--- src/rtl/core/qrs_pkg.sv ---
package qrs_pkg;

  // Classification of the equation, as reported on root_case_o.
  typedef enum logic [1:0] {
    CaseTwoReal    = 2'd0,
    CaseDouble     = 2'd1,
    CaseComplex    = 2'd2,
    CaseDegenerate = 2'd3
  } root_case_e;

  // Pipeline control handed to each sub-pipeline: the valid bit entering its
  // first stage and the global advance enable.
  typedef struct packed {
    logic valid;
    logic en;
  } pipe_ctl_t;

endpackage

--- src/rtl/core/qrs_isqrt.sv ---
module qrs_isqrt #(
  parameter int RAD_W = 66,
  parameter int SB_W  = 1
) (
  input  logic                     clk_i,
  input  logic                     rst_ni,
  input  qrs_pkg::pipe_ctl_t       ctl_i,
  input  logic [RAD_W-1:0]         rad_i,
  input  logic [SB_W-1:0]          sb_i,
  output logic                     valid_o,
  output logic [RAD_W/2-1:0]       root_o,
  output logic [SB_W-1:0]          sb_o
);

  localparam int ROOT_W = RAD_W / 2;

  // One root bit per stage, most significant first. rem holds the radicand
  // minus the square of the partial root.
  logic [RAD_W-1:0]  rem_q [ROOT_W+1];
  logic [ROOT_W-1:0] res_q [ROOT_W+1];
  logic [SB_W-1:0]   sb_q  [ROOT_W+1];
  logic              vld_q [ROOT_W+1];

  assign rem_q[0] = rad_i;
  assign res_q[0] = '0;
  assign sb_q[0]  = sb_i;
  assign vld_q[0] = ctl_i.valid;

  for (genvar k = 0; k < ROOT_W; k++) begin : g_stage
    localparam int I = ROOT_W - 1 - k;
    logic [RAD_W-1:0] trial;
    logic             ge;

    // (res + 2^I)^2 - res^2 = res * 2^(I+1) + 2^(2I)
    assign trial = (RAD_W'(res_q[k]) << (I + 1)) | (RAD_W'(1) << (2 * I));
    assign ge    = rem_q[k] >= trial;

    always_ff @(posedge clk_i or negedge rst_ni) begin
      if (!rst_ni) begin
        vld_q[k+1] <= 1'b0;
      end else if (ctl_i.en) begin
        vld_q[k+1] <= vld_q[k];
      end
    end

    always_ff @(posedge clk_i) begin
      if (ctl_i.en) begin
        rem_q[k+1] <= ge ? rem_q[k] - trial : rem_q[k];
        res_q[k+1] <= ge ? (res_q[k] | (ROOT_W'(1) << I)) : res_q[k];
        sb_q[k+1]  <= sb_q[k];
      end
    end
  end

  assign valid_o = vld_q[ROOT_W];
  assign root_o  = res_q[ROOT_W];
  assign sb_o    = sb_q[ROOT_W];

endmodule

--- config.mk ---
export PLATFORM = sky130hd
export DESIGN_NAME = qrs_isqrt
export DESIGN_NICKNAME = d
export VERILOG_FILES = /design/src/rtl/core/qrs_pkg.sv /design/src/rtl/core/qrs_isqrt.sv
export SDC_FILE = /design/constraint.sdc
export NUM_CORES = 2
export LEC_CHECK = 0
export BUFFER_PORTS_ARGS = -buffer_cell sky130_fd_sc_hd__clkbuf_2
export CAP_MARGIN = 20
export CORE_ASPECT_RATIO = 1.75
export CORE_MARGIN = 4
export CORE_UTILIZATION = 55
export CTS_CLUSTER_SIZE = 12
export DETAILED_ROUTE_END_ITERATION = 16
export PLACE_DENSITY = 0.81
export SLEW_MARGIN = 20
export SYNTH_ARGS = -nofsm -noshare
export SYNTH_HDL_FRONTEND = slang
export SYNTH_SLANG_ARGS = --single-unit
--- constraint.sdc ---
create_clock -name clk_i -period 5.5 [get_ports clk_i]
set_input_delay 1.375 -clock clk_i [delete_from_list [all_inputs] [get_ports clk_i]]
set_output_delay 1.375 -clock clk_i [all_outputs]
set_load 0.02 [all_outputs]
==> impl_results.rst <==
.. list-table::
   :header-rows: 1

   * - Metric
     - Value
   * - Biggest area contributors in the synthesized netlist
     - edfxtp_1 (62%), ha_1 (5.7%), xnor2_1 (3.4%), xor2_1 (2.9%), a21oi_1 (2.7%)
   * - CTS Hold Bufs
     - 0
   * - First-pass GRT wire length
     - 575 mm
   * - Number of clock buffers inserted by TritonCTS
     - 280
   * - Clock tree root buffer cell
     - clkbuf_16
   * - Number of warnings reported in the yosys synthesis log
     - 0
   * - Class of the tightest hold or removal check
     - reg2reg
   * - Required time of the critical path
     - 6.10 ns
   * - Count of pins on the block boundary
     - 106
   * - Initial core utilization
     - 55.2%
   * - # rows
     - 236
   * - Clock insertion delay at the later pin of the skew report
     - 0.87 ns
   * - Shortest clock period the worst path allows after layout
     - 5.41 ns
   * - Gates resized, CTS repair
     - 0
   * - Worst-path clk slew
     - 0.06 ns
   * - Final setup skew
     - 0.0669 ns
   * - Dominant cell by count in the synthesized netlist
     - edfxtp_1
   * - Clock sink count
     - 2739
   * - Slew HR
     - 12.5%
   * - Port Buffer Count
     - 105
   * - Final Hold Viols
     - 0
   * - Initial antenna violation count
     - 24
   * - Run status
     - finished, final reports clean
   * - Final Max Tran Viols
     - 0
   * - Fraction of the yosys area taken by sequential cells
     - 63.0%
   * - Full die area
     - 0.245 mm2
   * - Cell area after layout
     - 0.144 mm2
   * - Setup slack of the worst register-to-register path
     - 0.09 ns
   * - RSZ-0062 raised after global routing
     - no
   * - Final setup vio count
     - 0
   * - CTS tree
     - done
   * - Gpl congestion
     - 1.06
   * - Horizontal die dimension
     - 376 um
   * - Pleak
     - 54.3 nW
   * - Die boundary height
     - 652 um
   * - Buffer count from post-CTS setup fixing
     - 0
   * - Transition at the pin with the smallest max-transition slack
     - ~1.3 ns
   * - Syn-to-layout area delta
     - 10.7%
   * - Routed Antenna Nets
     - 0
   * - Number of library cell types mapped by synthesis
     - 104
   * - Delay contributed by the slowest stage of the critical path
     - 0.97 ns
   * - Filler-free cell count of the finished design
     - ~14000
   * - Synthesized net count
     - 10900
   * - Element type at the critical path end
     - register
   * - Post-detailed-placement half-perimeter wirelength
     - 311 mm
   * - Primary FF master, synth
     - edfxtp_1
   * - Ratio of total power to cell area
     - between 400 and 500 mW/mm2
   * - DRC
     - 0
   * - Arrival time reported for the critical path endpoint
     - about 6.0 ns
   * - Detailed-router iteration count before antenna repair
     - 6
   * - Pin count of the biggest net entering global routing
     - 169
   * - Share of flip-flops with an asynchronous set or reset
     - under 10%
   * - H-tree lvl count
     - 5
   * - Storage cell area
     - 0.0821 mm2
   * - Core region area
     - 0.236 mm2
   * - Flops & latches, synth
     - 2739
   * - Vias in the first global route
     - 91800
   * - Period utilisation layout
     - between 90% and 100%
   * - Maximum fanout encountered on the critical timing path
     - 7
   * - Leading cell types by count after synthesis
     - edfxtp_1 (2706), inv_1 (737), nor2_1 (728)
   * - Worst path slowest cell
     - o311ai_0
   * - Mapped Area
     - 0.130 mm2
   * - Number of placed instances with taps included
     - ~14000
   * - Leading area contributor after synthesis
     - edfxtp_1
   * - Drt initial violations
     - 5893
   * - Number of vias per cell
     - 6.19
   * - Mean instance size in the synthesized netlist
     - 12.7 um2
   * - Maximum count of clock buffers along a single path
     - 4
   * - Type of origin of the critical path
     - register
   * - Final-stage net count
     - 11400
   * - Instance count of the mapped netlist
     - a little over 10000
   * - Multi-input gate area
     - approximately 0.045 mm2
   * - Category of the critical setup timing path
     - reg2reg
   * - Achievable Freq
     - between 150 and 200 MHz
   * - Max-capacitance violation count
     - 0
   * - Area share of the largest cell type after synthesis
     - a little over 60%
   * - Crit-path cells
     - ha_1, and4_1, nand3_1, a211oi_1, o31ai_1, o311ai_0, a221oi_1, buf_4, nor3_1, nor2_1, buf_4, nand3_1, xnor2_1
   * - Fillers
     - 17400
   * - Final routed wirelength across all metal layers
     - 403 mm
   * - Overflow left after global routing
     - 0
   * - DR WL/cell
     - 28.9 um
   * - Count of vias placed by the detailed router
     - 86300
   * - GRT Total Usage
     - 32.6%
   * - Placed instance area
     - 0.136 mm2
   * - Worst supply voltage drop on vdd
     - 0.367 mV
   * - Number of synthesized flops with an enable pin
     - 2706
   * - Layout cell share with drive strength beyond 1
     - 8.65%
kinds of logic after synthesis:
kind of cell | after synthesis | share of synthesized area [%]
simple gates | 3003 | 11.9
compound gates | 1949 | 9.21
buf+inv | 938 | 2.74
fa+ha+maj | 590 | 5.67
flops | 2739 | 63.0
xor+xnor | 930 | 6.25
mux | 136 | 1.19
per-stage QoR:
step	setup TNS, ns	hold slack (ns)	setup slack, ns	total power [mW]	utilization [%]
after floorplan	0	0.400	1.96	37.5	-
after global placement	-16.99	0.401	-0.898	43.1	57.8
after detailed placement	0	0.405	0.265	43.5	57.8
after CTS	0	0.412	0.214	60.5	61.0
after global routing	0	0.395	0.0817	62.9	61.1
final	0	0.400	0.0922	60.6	61.1
sequential cells by signal (all words and copies together), names as in the netlist:
signal	flops
sb_o	1
rem_q	2112
sb_q	32
vld_q	32
valid_o	1
g_stage.trial	528
root_o	33
cells in the final DEF (no fill, tap or decap), types with 41 or more instances in the layout:
master        n
or2_2        46
inv_1       737
nand2b_1    123
o21ai_0     430
o21a_1      118
nand3_1     186
or4_1        74
nor3_1      249
or3_1       106
clkbuf_16   282
mux2_2      123
nor4_1      361
ha_1        590
o21bai_1     60
and3_1       47
edfxtp_1   2706
nand2_1     592
xnor2_1     501
a211oi_1     44
nor2_1      727
nand4_1     158
buf_4       215
a31oi_1      62
nor2b_1      90
clkbuf_2    104
a21o_1      228
o31ai_1      41
a21oi_1     706
and2_1       43
xor2_1      429
per-layer routing:
metal  share of wire [%]  GRT usage [%]  vias up
met5               0.023              0        -
met4                  16           40.4       10
met3                 4.2           5.31     1782
met2                  57           66.1     3397
met1                  23           20.4    41900
li1                    -              -    39300
report_power, final:
group          switching (mW)  leakage (nW)  internal, mW
Clock                    7.74          3.74          9.39
Sequential               2.26          26.5          26.5
Combinational            9.12          24.1          5.60
critical path, delay by kind of cell (launching register included):
kind	cells	cell delay, ns
simple gates	5	1.36
fa+ha+maj	1	0.40
compound gates	4	2.46
xor+xnor	1	0.08
flops	1	0.38
buf+inv	2	0.44
path summary, 6_finish.rpt:
path | from | endpoint | depth (start not counted)
max in group asynchronous | rst_ni | vld_q[22] | 1
setup reg to reg | rem_q[345] | rem_q[328] | 13
hold reg to reg | sb_q[18] | sb_q[17] | 0
hold / removal | sb_q[18] | sb_q[17] | 0
min in group asynchronous | rst_ni | vld_q[31] | 1
setup / recovery | rem_q[345] | rem_q[328] | 13
cell type report:
class                   instances  share of cell area (%)
diodes                         29                  0.0504
flip-flops and latches       2739                    57.0
clock buffers                 321                    5.00
inverters                     741                    1.93
multi-input cells            6608                    31.1
well taps                    3094                    2.69
repair buffers                355                    1.95
clock inverters                51                   0.309
Note: power is estimated with default switching activity, not from simulation.
